[src/rtl/hcfp_pkg.sv]
// Package: constants, status codes and shared types of the hex CAN frame parser.
package hcfp_pkg;

	localparam int MAX_DATA_BYTES = 8;
	localparam int ID_DIGITS      = 3;
	localparam int DATA_START     = ID_DIGITS + 1;
	localparam int MIN_LEN        = DATA_START + 2;
	localparam int MAX_LEN        = DATA_START + 2 * MAX_DATA_BYTES;
	localparam int CNT_W          = 5;
	localparam int COUNT_MAX      = (1 << CNT_W) - 1;
	localparam int ID_W           = 4 * ID_DIGITS;
	localparam int DATA_W         = 64;
	localparam int BCNT_W         = 4;

	localparam logic [7:0] CHR_SPACE   = 8'h20;
	localparam logic [7:0] CHR_ZERO    = 8'h30;
	localparam logic [7:0] CHR_NINE    = 8'h39;
	localparam logic [7:0] CHR_UPPER_A = 8'h41;
	localparam logic [7:0] CHR_UPPER_F = 8'h46;
	localparam logic [7:0] CHR_LOWER_A = 8'h61;
	localparam logic [7:0] CHR_LOWER_F = 8'h66;

	typedef enum logic [1:0] {
		STAT_OK       = 2'd0,
		STAT_SHORT    = 2'd1,
		STAT_NO_SPACE = 2'd2,
		STAT_TOO_LONG = 2'd3
	} status_t;

	// One decoded character held in the input stage.
	typedef struct packed {
		logic       valid;
		logic       last;
		logic       is_space;
		logic       bad;
		logic [3:0] nib;
	} dchar_t;

endpackage

[src/rtl/hcfp_if.sv]
// Interfaces: character input channel and frame result channel.
interface hcfp_char_if;
	logic       valid;
	logic       ready;
	logic [7:0] char_code;
	logic       last_char;

	modport source (output valid, output char_code, output last_char, input ready);
	modport sink (input valid, input char_code, input last_char, output ready);
endinterface

interface hcfp_frame_if;
	logic        valid;
	logic        ready;
	logic [11:0] frame_id;
	logic [3:0]  byte_count;
	logic [63:0] frame_data;
	logic [1:0]  status;
	logic        bad_digit;

	modport source (output valid, output frame_id, output byte_count, output frame_data,
		output status, output bad_digit, input ready);
	modport sink (input valid, input frame_id, input byte_count, input frame_data,
		input status, input bad_digit, output ready);
endinterface

[src/rtl/hcfp_char_dec.sv]
// Input stage: hex decode of the incoming character and the stage-1 register.
module hcfp_char_dec (
	input  logic              clk,
	input  logic              arst_n,
	hcfp_char_if.sink         chars,
	input  logic              take,
	output hcfp_pkg::dchar_t  dchar_s1
);
	import hcfp_pkg::*;

	logic [7:0] c;
	logic [7:0] d_num;
	logic [7:0] d_up;
	logic [7:0] d_lo;
	dchar_t     dec;
	logic       accept;

	assign c     = chars.char_code;
	assign d_num = c - CHR_ZERO;
	assign d_up  = c - CHR_UPPER_A;
	assign d_lo  = c - CHR_LOWER_A;

	always_comb begin
		dec          = '0;
		dec.valid    = 1'b1;
		dec.last     = chars.last_char;
		dec.is_space = (c == CHR_SPACE);
		if (c >= CHR_ZERO && c <= CHR_NINE) begin
			dec.nib = d_num[3:0];
		end else if (c >= CHR_UPPER_A && c <= CHR_UPPER_F) begin
			dec.nib = d_up[3:0] + 4'd10;
		end else if (c >= CHR_LOWER_A && c <= CHR_LOWER_F) begin
			dec.nib = d_lo[3:0] + 4'd10;
		end else begin
			dec.bad = 1'b1;
		end
	end

	// Take a new item whenever the register is empty or the held one moves on this cycle.
	assign chars.ready = !dchar_s1.valid || take;
	assign accept      = chars.valid && chars.ready;

	always_ff @(posedge clk or negedge arst_n) begin
		if (!arst_n) begin
			dchar_s1 <= '0;
		end else if (accept) begin
			dchar_s1 <= dec;
		end else if (take) begin
			dchar_s1.valid <= 1'b0;
		end
	end

endmodule

[src/rtl/hcfp_frame_asm.sv]
// Frame assembly: running message state, frame checks and the result register.
module hcfp_frame_asm (
	input  logic             clk,
	input  logic             arst_n,
	input  hcfp_pkg::dchar_t dchar_s1,
	output logic             take,
	hcfp_frame_if.source     frames
);
	import hcfp_pkg::*;

	localparam int BIDX_W = CNT_W - 1;

	logic [CNT_W-1:0]  cnt_q, cnt_n;
	logic [ID_W-1:0]   id_q, id_n;
	logic              space_q, space_n;
	logic [3:0]        hi_q, hi_n;
	logic              pend_bad_q, pend_bad_n;
	logic [DATA_W-1:0] data_q, data_n;
	logic              id_bad_q, id_bad_n;
	logic              data_bad_q, data_bad_n;

	logic [CNT_W-1:0]  k;
	logic [BIDX_W-1:0] bidx;
	logic [CNT_W-1:0]  dlen;
	logic              out_free;

	logic [ID_W-1:0]   r_id;
	logic [BCNT_W-1:0] r_bcnt;
	logic [DATA_W-1:0] r_data;
	status_t           r_stat;
	logic              r_bad;

	assign out_free = !frames.valid || frames.ready;
	assign take     = dchar_s1.valid && (!dchar_s1.last || out_free);

	assign k    = cnt_q - CNT_W'(DATA_START);
	assign bidx = k[CNT_W-1:1];

	always_comb begin
		id_n       = id_q;
		space_n    = space_q;
		hi_n       = hi_q;
		pend_bad_n = pend_bad_q;
		data_n     = data_q;
		id_bad_n   = id_bad_q;
		data_bad_n = data_bad_q;
		if (cnt_q < CNT_W'(ID_DIGITS)) begin
			id_n     = {id_q[ID_W-5:0], dchar_s1.nib};
			id_bad_n = id_bad_q | dchar_s1.bad;
		end else if (cnt_q == CNT_W'(ID_DIGITS)) begin
			space_n = dchar_s1.is_space;
		end else if (cnt_q < CNT_W'(MAX_LEN)) begin
			if (!k[0]) begin
				hi_n       = dchar_s1.nib;
				pend_bad_n = dchar_s1.bad;
			end else begin
				for (int lane = 0; lane < MAX_DATA_BYTES; lane++) begin
					if (bidx == BIDX_W'(lane)) begin
						data_n[lane*8 +: 8] = data_q[lane*8 +: 8] | {hi_q, dchar_s1.nib};
					end
				end
				data_bad_n = data_bad_q | pend_bad_q | dchar_s1.bad;
			end
		end
		// Saturate the count.
		cnt_n = (cnt_q == CNT_W'(COUNT_MAX)) ? cnt_q : cnt_q + 1'b1;
	end

	assign dlen = cnt_n - CNT_W'(DATA_START);

	always_comb begin
		r_id   = '0;
		r_bcnt = '0;
		r_data = '0;
		r_stat = STAT_OK;
		r_bad  = 1'b0;
		if (cnt_n < CNT_W'(MIN_LEN)) begin
			r_stat = STAT_SHORT;
		end else begin
			r_id  = id_n;
			r_bad = id_bad_n;
			if (!space_n) begin
				r_stat = STAT_NO_SPACE;
			end else if (cnt_n > CNT_W'(MAX_LEN)) begin
				r_stat = STAT_TOO_LONG;
			end else begin
				r_bcnt = dlen[BCNT_W:1];
				r_data = data_n;
				r_bad  = id_bad_n | data_bad_n;
			end
		end
	end

	// Running state: advance on each item, clear after the last one.
	always_ff @(posedge clk or negedge arst_n) begin
		if (!arst_n) begin
			cnt_q      <= '0;
			id_q       <= '0;
			space_q    <= 1'b0;
			hi_q       <= '0;
			pend_bad_q <= 1'b0;
			data_q     <= '0;
			id_bad_q   <= 1'b0;
			data_bad_q <= 1'b0;
		end else if (take) begin
			if (dchar_s1.last) begin
				cnt_q      <= '0;
				id_q       <= '0;
				space_q    <= 1'b0;
				hi_q       <= '0;
				pend_bad_q <= 1'b0;
				data_q     <= '0;
				id_bad_q   <= 1'b0;
				data_bad_q <= 1'b0;
			end else begin
				cnt_q      <= cnt_n;
				id_q       <= id_n;
				space_q    <= space_n;
				hi_q       <= hi_n;
				pend_bad_q <= pend_bad_n;
				data_q     <= data_n;
				id_bad_q   <= id_bad_n;
				data_bad_q <= data_bad_n;
			end
		end
	end

	always_ff @(posedge clk or negedge arst_n) begin
		if (!arst_n) begin
			frames.valid <= 1'b0;
		end else if (take && dchar_s1.last) begin
			frames.valid <= 1'b1;
		end else if (frames.ready) begin
			frames.valid <= 1'b0;
		end
	end

	always_ff @(posedge clk) begin
		if (take && dchar_s1.last) begin
			frames.frame_id   <= r_id;
			frames.byte_count <= r_bcnt;
			frames.frame_data <= r_data;
			frames.status     <= r_stat;
			frames.bad_digit  <= r_bad;
		end
	end

	a_clear_after_last: assert property (@(posedge clk) disable iff (!arst_n)
		take && dchar_s1.last |=> cnt_q == '0 && data_q == '0 && id_q == '0)
		else $error("state not cleared after last item");

	a_short_empty: assert property (@(posedge clk) disable iff (!arst_n)
		frames.valid && frames.status == STAT_SHORT |->
		frames.frame_id == '0 && frames.frame_data == '0 && !frames.bad_digit)
		else $error("short frame carries data");

	a_ok_count: assert property (@(posedge clk) disable iff (!arst_n)
		frames.valid && frames.status == STAT_OK |->
		frames.byte_count >= BCNT_W'(1) && frames.byte_count <= BCNT_W'(MAX_DATA_BYTES))
		else $error("byte count out of range");

	a_err_no_data: assert property (@(posedge clk) disable iff (!arst_n)
		frames.valid && frames.status != STAT_OK |->
		frames.byte_count == '0 && frames.frame_data == '0)
		else $error("error frame carries data");

	a_hold_on_stall: assert property (@(posedge clk) disable iff (!arst_n)
		dchar_s1.valid && dchar_s1.last && !out_free |=> dchar_s1.valid && $stable(cnt_q))
		else $error("last item lost while result stalled");

endmodule

[src/rtl/ascii_hex_can_frame_parser.sv]
// Top level: ASCII hex CAN frame text parser.
//
//   channel  dir  payload                                                   item
//   chars    in   char_code[7:0], last_char                                 one character
//   frames   out  frame_id[11:0], byte_count[3:0], frame_data[63:0],
//                 status[1:0], bad_digit                                    one frame
//
// One character per cycle while no last character waits on a stalled frame. A character
// is decoded into the stage-1 register and from there updates the message state; the
// frame is loaded into the output register when its last character leaves the stage-1
// register. arst_n clears the count, message state and both valid flags.
// A stalled frame holds in the output register; only a last character waiting behind
// it stops the input, other characters keep flowing.
module ascii_hex_can_frame_parser (
	input  logic          clk,
	input  logic          arst_n,
	hcfp_char_if.sink     chars,
	hcfp_frame_if.source  frames
);
	import hcfp_pkg::*;

	dchar_t dchar_s1;
	logic   take;

	hcfp_char_dec u_dec (
		.clk      (clk),
		.arst_n   (arst_n),
		.chars    (chars),
		.take     (take),
		.dchar_s1 (dchar_s1)
	);

	hcfp_frame_asm u_asm (
		.clk      (clk),
		.arst_n   (arst_n),
		.dchar_s1 (dchar_s1),
		.take     (take),
		.frames   (frames)
	);

endmodule
[src/flat_wrapper.sv]
// flat-port wrapper written by rule: the top's interface ports become plain ports
module ascii_hex_can_frame_parser_flat import hcfp_pkg::*;
  (clk, arst_n, chars_valid, chars_char_code, chars_last_char, chars_ready, frames_valid, frames_frame_id, frames_byte_count, frames_frame_data, frames_status, frames_bad_digit, frames_ready);
  hcfp_char_if chars_i ();
  hcfp_frame_if frames_i ();
  input  logic clk;
  input  logic arst_n;
  input wire logic [$bits(chars_i.valid)-1:0] chars_valid;
  input wire logic [$bits(chars_i.char_code)-1:0] chars_char_code;
  input wire logic [$bits(chars_i.last_char)-1:0] chars_last_char;
  output wire logic [$bits(chars_i.ready)-1:0] chars_ready;
  output wire logic [$bits(frames_i.valid)-1:0] frames_valid;
  output wire logic [$bits(frames_i.frame_id)-1:0] frames_frame_id;
  output wire logic [$bits(frames_i.byte_count)-1:0] frames_byte_count;
  output wire logic [$bits(frames_i.frame_data)-1:0] frames_frame_data;
  output wire logic [$bits(frames_i.status)-1:0] frames_status;
  output wire logic [$bits(frames_i.bad_digit)-1:0] frames_bad_digit;
  input wire logic [$bits(frames_i.ready)-1:0] frames_ready;
  assign chars_i.valid = chars_valid;
  assign chars_i.char_code = chars_char_code;
  assign chars_i.last_char = chars_last_char;
  assign chars_ready = chars_i.ready;
  assign frames_valid = frames_i.valid;
  assign frames_frame_id = frames_i.frame_id;
  assign frames_byte_count = frames_i.byte_count;
  assign frames_frame_data = frames_i.frame_data;
  assign frames_status = frames_i.status;
  assign frames_bad_digit = frames_i.bad_digit;
  assign frames_i.ready = frames_ready;
  ascii_hex_can_frame_parser u_core (.clk(clk), .arst_n(arst_n), .chars(chars_i), .frames(frames_i));
endmodule
[config.mk]
export PLATFORM = sky130hd
export DESIGN_NAME = ascii_hex_can_frame_parser_flat
export DESIGN_NICKNAME = d
export VERILOG_FILES = /design/src/rtl/hcfp_pkg.sv /design/src/rtl/hcfp_if.sv /design/src/rtl/hcfp_char_dec.sv /design/src/rtl/hcfp_frame_asm.sv /design/src/rtl/ascii_hex_can_frame_parser.sv /design/src/flat_wrapper.sv
export SDC_FILE = /design/constraint.sdc
export NUM_CORES = 1
export LEC_CHECK = 0
export BUFFER_PORTS_ARGS = -buffer_cell sky130_fd_sc_hd__buf_2
export CORE_MARGIN = 2
export CORE_UTILIZATION = 48
export CTS_CLUSTER_DIAMETER = 80
export CTS_CLUSTER_SIZE = 28
export DETAILED_ROUTE_END_ITERATION = 7
export PLACE_DENSITY = 0.79
export SETUP_SLACK_MARGIN = 0.4
export SLEW_MARGIN = 20
export SYNTH_ARGS = -nofsm -noshare
export SYNTH_HDL_FRONTEND = slang
export SYNTH_HIERARCHICAL = 1
export SYNTH_SLANG_ARGS = --single-unit
[constraint.sdc]
create_clock -name clk -period 7.3 [get_ports clk]
set_clock_uncertainty 0.05 [all_clocks]
set_input_delay 1.46 -clock clk [delete_from_list [all_inputs] [get_ports clk]]
set_output_delay 1.46 -clock clk [all_outputs]
set_load 0.02 [all_outputs]
* Word level (Yosys, flattened, before mapping)
Cells that the tools add are included.
Word-level totals: output and inout port bits 85, memory bits (read-only) 0, bits in latches 0, memories 0, word-level logic and storage cells 132, flip-flop bits (word level) 181, bits in writable memories 0, bits of input ports 13
Operators by class: $add $sub $neg 8, shifts and indexed selects 0, mux-type cells 51, eq/ne operators 13, reductions and logical operators 18, bitwise logic cells 13, $mul 0, $lt $le $gt $ge 10, divide/modulo/power cells 0
Operators with widths (number):
- 2-to-1 mux 64 bit | 5
- 2-to-1 mux 8 bit | 8
- OR 8 bit | 8
- 2-to-1 mux 4 bit | 8
- 2-to-1 mux 1 bit | 24
- 2-to-1 mux 12 bit | 2
- equality test 4 x 3 -> 1 bit (second input constant) | 4
- greater-or-equal comparator 8 x 7 -> 1 bit (second input constant) | 2
- less-or-equal comparator 8 x 7 -> 1 bit (second input constant) | 2
- subtractor 4 x 1 -> 4 bit (second input constant) | 3
- 2-to-1 mux 5 bit | 2
- subtractor 5 x 3 -> 5 bit (second input constant) | 2
- adder 4 bit (second input constant) | 2
- equality test 4 x 2 -> 1 bit (second input constant) | 2
- equality test 8 x 6 -> 1 bit (second input constant) | 1
- greater-or-equal comparator 8 x 6 -> 1 bit (second input constant) | 1
- less-or-equal comparator 8 x 6 -> 1 bit (second input constant) | 1
- logical AND 1 bit | 6
- inequality test 2 x 1 -> 1 bit (second input constant) | 3
- nonzero test 2 bit | 3
- adder 5 x 1 -> 5 bit (second input constant) | 1
- equality test 5 x 2 -> 1 bit (second input constant) | 1
- equality test 5 bit (second input constant) | 1
- greater-than comparator 5 bit (second input constant) | 1
- 12 further kinds | 20

* Depth between registers and ports, before layout
word-level depth 9, depth in mapped cells 10, depth with buffers taken out 7

* By module
Netlist, hierarchy kept.
Modules (own cells, without submodules):
- hcfp_frame_asm | instances 1, cells each 654, area an instance 7230.7 um2, sequential area each 4744.6 um2
- hcfp_char_dec | instances 1, cells each 48, area an instance 486.7 um2, sequential area each 200.2 um2

* Worst setup path before layout
OpenSTA, ideal clock, no wires.
path kind input port to flip-flop, from in frames_ready, to reg u_core.u_asm.frames.bad_digit, enable pin, required time 6.770 ns, buffers on the path 2, cell stages on the path 7, path slack 2.070 ns, arrival time 4.700 ns, setup time 0.480 ns, path through nand3b_1 nand2_1 inv_1 buf_2 nand2_1 clkinv_1 clkbuf_1
On the way: cells in the longest elaborated chain, start to end 4
Ends and longest elaborated chain:
- from (decl) | line flat_wrapper.sv:18 | input wire logic [$bits(frames_i.ready)-1:0] frames_ready;
- logical OR 1 bit | line hcfp_frame_asm.sv:33 | assign out_free = !frames.valid || frames.ready;
- logical OR 1 bit | line hcfp_frame_asm.sv:34 | assign take = dchar_s1.valid && (!dchar_s1.last || out_free);
- logical AND 1 bit | line hcfp_frame_asm.sv:34
- net u_core.take | line ascii_hex_can_frame_parser.sv:23 | logic take;
- logical AND 1 bit | line hcfp_frame_asm.sv:139 | if (take && dchar_s1.last) begin
- to (signal assigned) | line hcfp_frame_asm.sv:144 | frames.bad_digit <= r_bad;
- to (decl) | line hcfp_if.sv:22 | output status, output bad_digit, input ready);
The timed path passes the listed nets, and every way through them passes these cells. A chain may end at the register's enable or synchronous reset.

* Worst setup path after layout
from in frames_ready, to out chars_ready
On the way: cells in the longest elaborated chain, start to end 4
Ends and longest elaborated chain:
- logical OR 1 bit | line hcfp_frame_asm.sv:33
- logical OR 1 bit | line hcfp_frame_asm.sv:34
- logical AND 1 bit | line hcfp_frame_asm.sv:34
- net u_core.take | line ascii_hex_can_frame_parser.sv:23
- logical OR 1 bit | line hcfp_char_dec.sv:40 | assign chars.ready = !dchar_s1.valid || take;
- to (decl) | line flat_wrapper.sv:11 | output wire logic [$bits(chars_i.ready)-1:0] chars_ready;
The timed path passes the listed nets, and every way through them passes these cells.

==> impl_metrics.toml <==
[clock_network]
cts.sinks = 181
cts_tree = "done"
htree_num_levels = 4
clk_path_buf_depth = 2
clockRootBuffer = "clkbuf_16"
insertion_delay_ns = 0.43
cts_setup_buffers = 0
cts_resized = 0
cts.reportedPaths.clkPinSlew_ns = 0.07
cts_buffers = 17
hold_buffers = 0

[global_routing]
gr-total-overflow = 0
antenna_found_initial = 0
grt_first_pass_wirelength_um = 26160
grt_usage_pct = 19.94
grt_max_degree = 75
grt_pass1_vias = 5158

[cells_and_area]
postLayoutCoreUtil_pct = 56.46
seqCellArea_um2 = 4945
multiInputGateArea_um2 = 2535
nets = 800
fin_area_um2 = 8936
diodes = 0
layout-drive-gt1-share_pct = 19.44
num-fill-cells = 1299
finalNonFillerCells = 1008
area_growth_pct = 15.79

[setup_path]
critical_path.endpoint = "chars_ready"
crit_path_top_delay_cell = "nand2_1"
cp.arrival_ns = 3.01
cp-start-kind = "primary input"
cp_common_cell = "buf_2"
crit_required_ns = 5.79
cp-startpoint = "frames_ready"
r2r-start = "u_core/u_dec/dchar_s1[6]$_DFFE_PN0P_"
reg2reg_to = "u_core/u_asm/frames.frame_data[6]$_SDFFCE_PP0P_"
path_class = "in -> out"
crit_path_max_fanout = 19
r2r_setup_slack_ns = 3.40
critPathMaxStageDelay_ns = 0.49
endpoint_kind = "primary output"
ff2ff_path_depth = 6
crit_chain = "buf_2, nand3b_1, nand2_1, inv_1, nand2b_1, buf_2"

[power]
leakage_nw = 3.637
finalPower_mw = 2.699
powerDensity_nw_per_um2 = 302.0
vdd.ir_drop.worst_mv = 0.1873

[routing]
viasPerCell = 5.559
drt_iter0_drc = 677
drc = 0
antenna_left = 0
wl_per_cell_um = 16.55
via_count = 5603
drt-total-wl_um = 16680
first_pass_iters = 6

[synthesis]
yosys_warnings = 6
synth_nets = 723
yosysSeqAreaShare_pct = 64.07
ys_ff_latch = 181
netlist_area_um2 = 7717
async_flop_share_pct = 54.14
syn_area_per_cell_um2 = 10.99
yosys_most_used_dff = "dfrtp_1"
yosysUniqueCellTypes = 60
synth_edf_count = 83
syn-instance-count = 702

[place]
place_ws_ns = 2.575
dpl_cell_area_um2 = 8300
place.gp.congestion = 0.8655
dpl.cell_count = 976
port_buffers = 97
hpwlAfterDp_um = 10380

[sta]
finalSetupTns_ns = 0
fin_hold_ws_ns = 0.4351
min_period_over_period_pct = 61.95
slew_violations = 0
period_minus_slack_ns = 4.522
worstMarginPinSlew_ns = 1.051
grt_setup_unrepaired = "false"
setup_viol = 0
worst_slack_ns = 2.778
max_freq_mhz = 221.1
max-slew-margin-rel_pct = 29.37
finalHoldViolCount = 0

[floorplan]
placeableCoreArea_um2 = 15830
dieArea_um2 = 17110
fp.dieH_um = 130.8
ios = 98
rows = 46
start_util_pct = 48.76
fp.dieW_um = 130.8

[job]
maxCapViolCount = 0

[status]
status = "finished, final reports clean"

[worst_hold_path]
hold_path_class = "reg -> reg"
==> cells in the mapped netlist, drive strengths merged (2+ instances only) <==
cell type	n	area share [%]
nand4	2	0.16
and2	14	1.1
mux2	3	0.49
nor2	129	6.4
a21boi	13	1.3
nor4	3	0.41
nand3b	2	0.19
nor3	12	1.2
or3	2	0.16
dfrtp	98	32
a211o	3	0.36
a22o	23	2.6
o21ai	24	1.6
nand2	56	2.7
edfxtp	83	32
o21bai	2	0.19
nand2b	5	0.41
and3	2	0.16
clkbuf	23	1.1
inv	9	0.44
a21oi	138	9.0
nand3	4	0.26
xnor2	2	0.32
ha	8	1.3
and4	3	0.37
buf	20	1.6
or2	2	0.16
o31ai	2	0.19
==> cells in the final DEF, fill, tap and decap left out, drive strengths merged, types with 3 or more instances in the layout <==
master,count
dfrtp,98
buf,101
a211o,3
nand2b,5
bufinv,3
a21boi,13
nand3,4
a21oi,138
ha,8
nor3,12
edfxtp,83
a22o,23
inv,18
nor2,129
nor4,3
nand2,56
mux2,3
o21ai,24
and2,14
clkbuf,18
and4,3
==> per-layer routing <==
metal | routed length [µm] | global-route usage [%] | part of all wire (%) | vias to the layer above
met5 | 0 | 0 | 0 | -
met4 | 223 | 8.135 | 1.3 | 0
met3 | 1168 | 3.379 | 7.0 | 18
met2 | 8178 | 31.56 | 49 | 222
met1 | 7112 | 27.66 | 43 | 2727
li1 | - | - | - | 2636
==> area by class of cell <==
cell class                 instances  share of cell area (%)
clock buffer                      18                   4.915
clock inverter                    14                   2.114
inverter                          10                  0.4481
multi-input combinational        468                   28.37
sequential                       181                   55.33
tap                              216                   3.024
timing repair buffer             101                   5.797
==> report_power, final <==
group / internal, mW / total [mW] / leakage (nW) / switching (mW)
registers: 1.18 / 1.24 / 2.16 / 0.0668
logic: 0.129 / 0.492 / 1.17 / 0.362
clock network: 0.560 / 0.964 / 0.303 / 0.404
==> state kept, by name, indices dropped and copies added (netlist names) <==
register                        cells
u_core/u_dec/dchar_s1               8
u_core/u_asm/data_q                64
u_core/u_asm/frames.bad_digit       1
u_core/u_asm/frames.valid           1
u_core/u_asm/cnt_q                  5
u_core/u_asm/space_q                1
u_core/u_asm/id_q                  12
u_core/u_asm/frames.byte_count      4
u_core/u_asm/hi_q                   4
u_core/u_asm/frames.frame_data     64
u_core/u_asm/pend_bad_q             1
u_core/u_asm/frames.status          2
u_core/u_asm/frames.frame_id       12
u_core/u_asm/data_bad_q             1
u_core/u_asm/id_bad_q               1
==> worst max-delay path: cells and delay by family <==
kind	cells	cell delay, ns
AND/OR/NAND/NOR	3	0.90
buffers and inverters	3	0.64
==> worst min-delay path by stage <==
stage,from,to,depth (start not counted)
3_5_place_dp,u_core/u_dec/dchar_s1[5]$_DFFE_PN0P_,u_core/u_dec/dchar_s1[5]$_DFFE_PN0P_,2
6_report,u_core/u_asm/id_q[9]$_DFFE_PN0P_,u_core/u_asm/id_q[9]$_DFFE_PN0P_,2
4_1_cts,u_core/u_asm/id_q[9]$_DFFE_PN0P_,u_core/u_asm/id_q[9]$_DFFE_PN0P_,2
3_3_place_gp,u_core/u_asm/id_q[9]$_DFFE_PN0P_,u_core/u_asm/id_q[9]$_DFFE_PN0P_,2
5_1_grt,u_core/u_asm/id_q[9]$_DFFE_PN0P_,u_core/u_asm/id_q[9]$_DFFE_PN0P_,2
2_1_floorplan,u_core/u_asm/space_q$_DFFE_PN0P_,u_core/u_asm/space_q$_DFFE_PN0P_,2
==> logic make-up after synthesis <==
logic type	after synthesis	synth area share, %
simple gates	241	14.33
compound gates	212	16.07
flops	181	64.07
buf+inv	53	3.178
fa+ha+maj	8	1.297
mux	4	0.6160
xor+xnor	3	0.4378
Power figures use the tool's default switching activity.
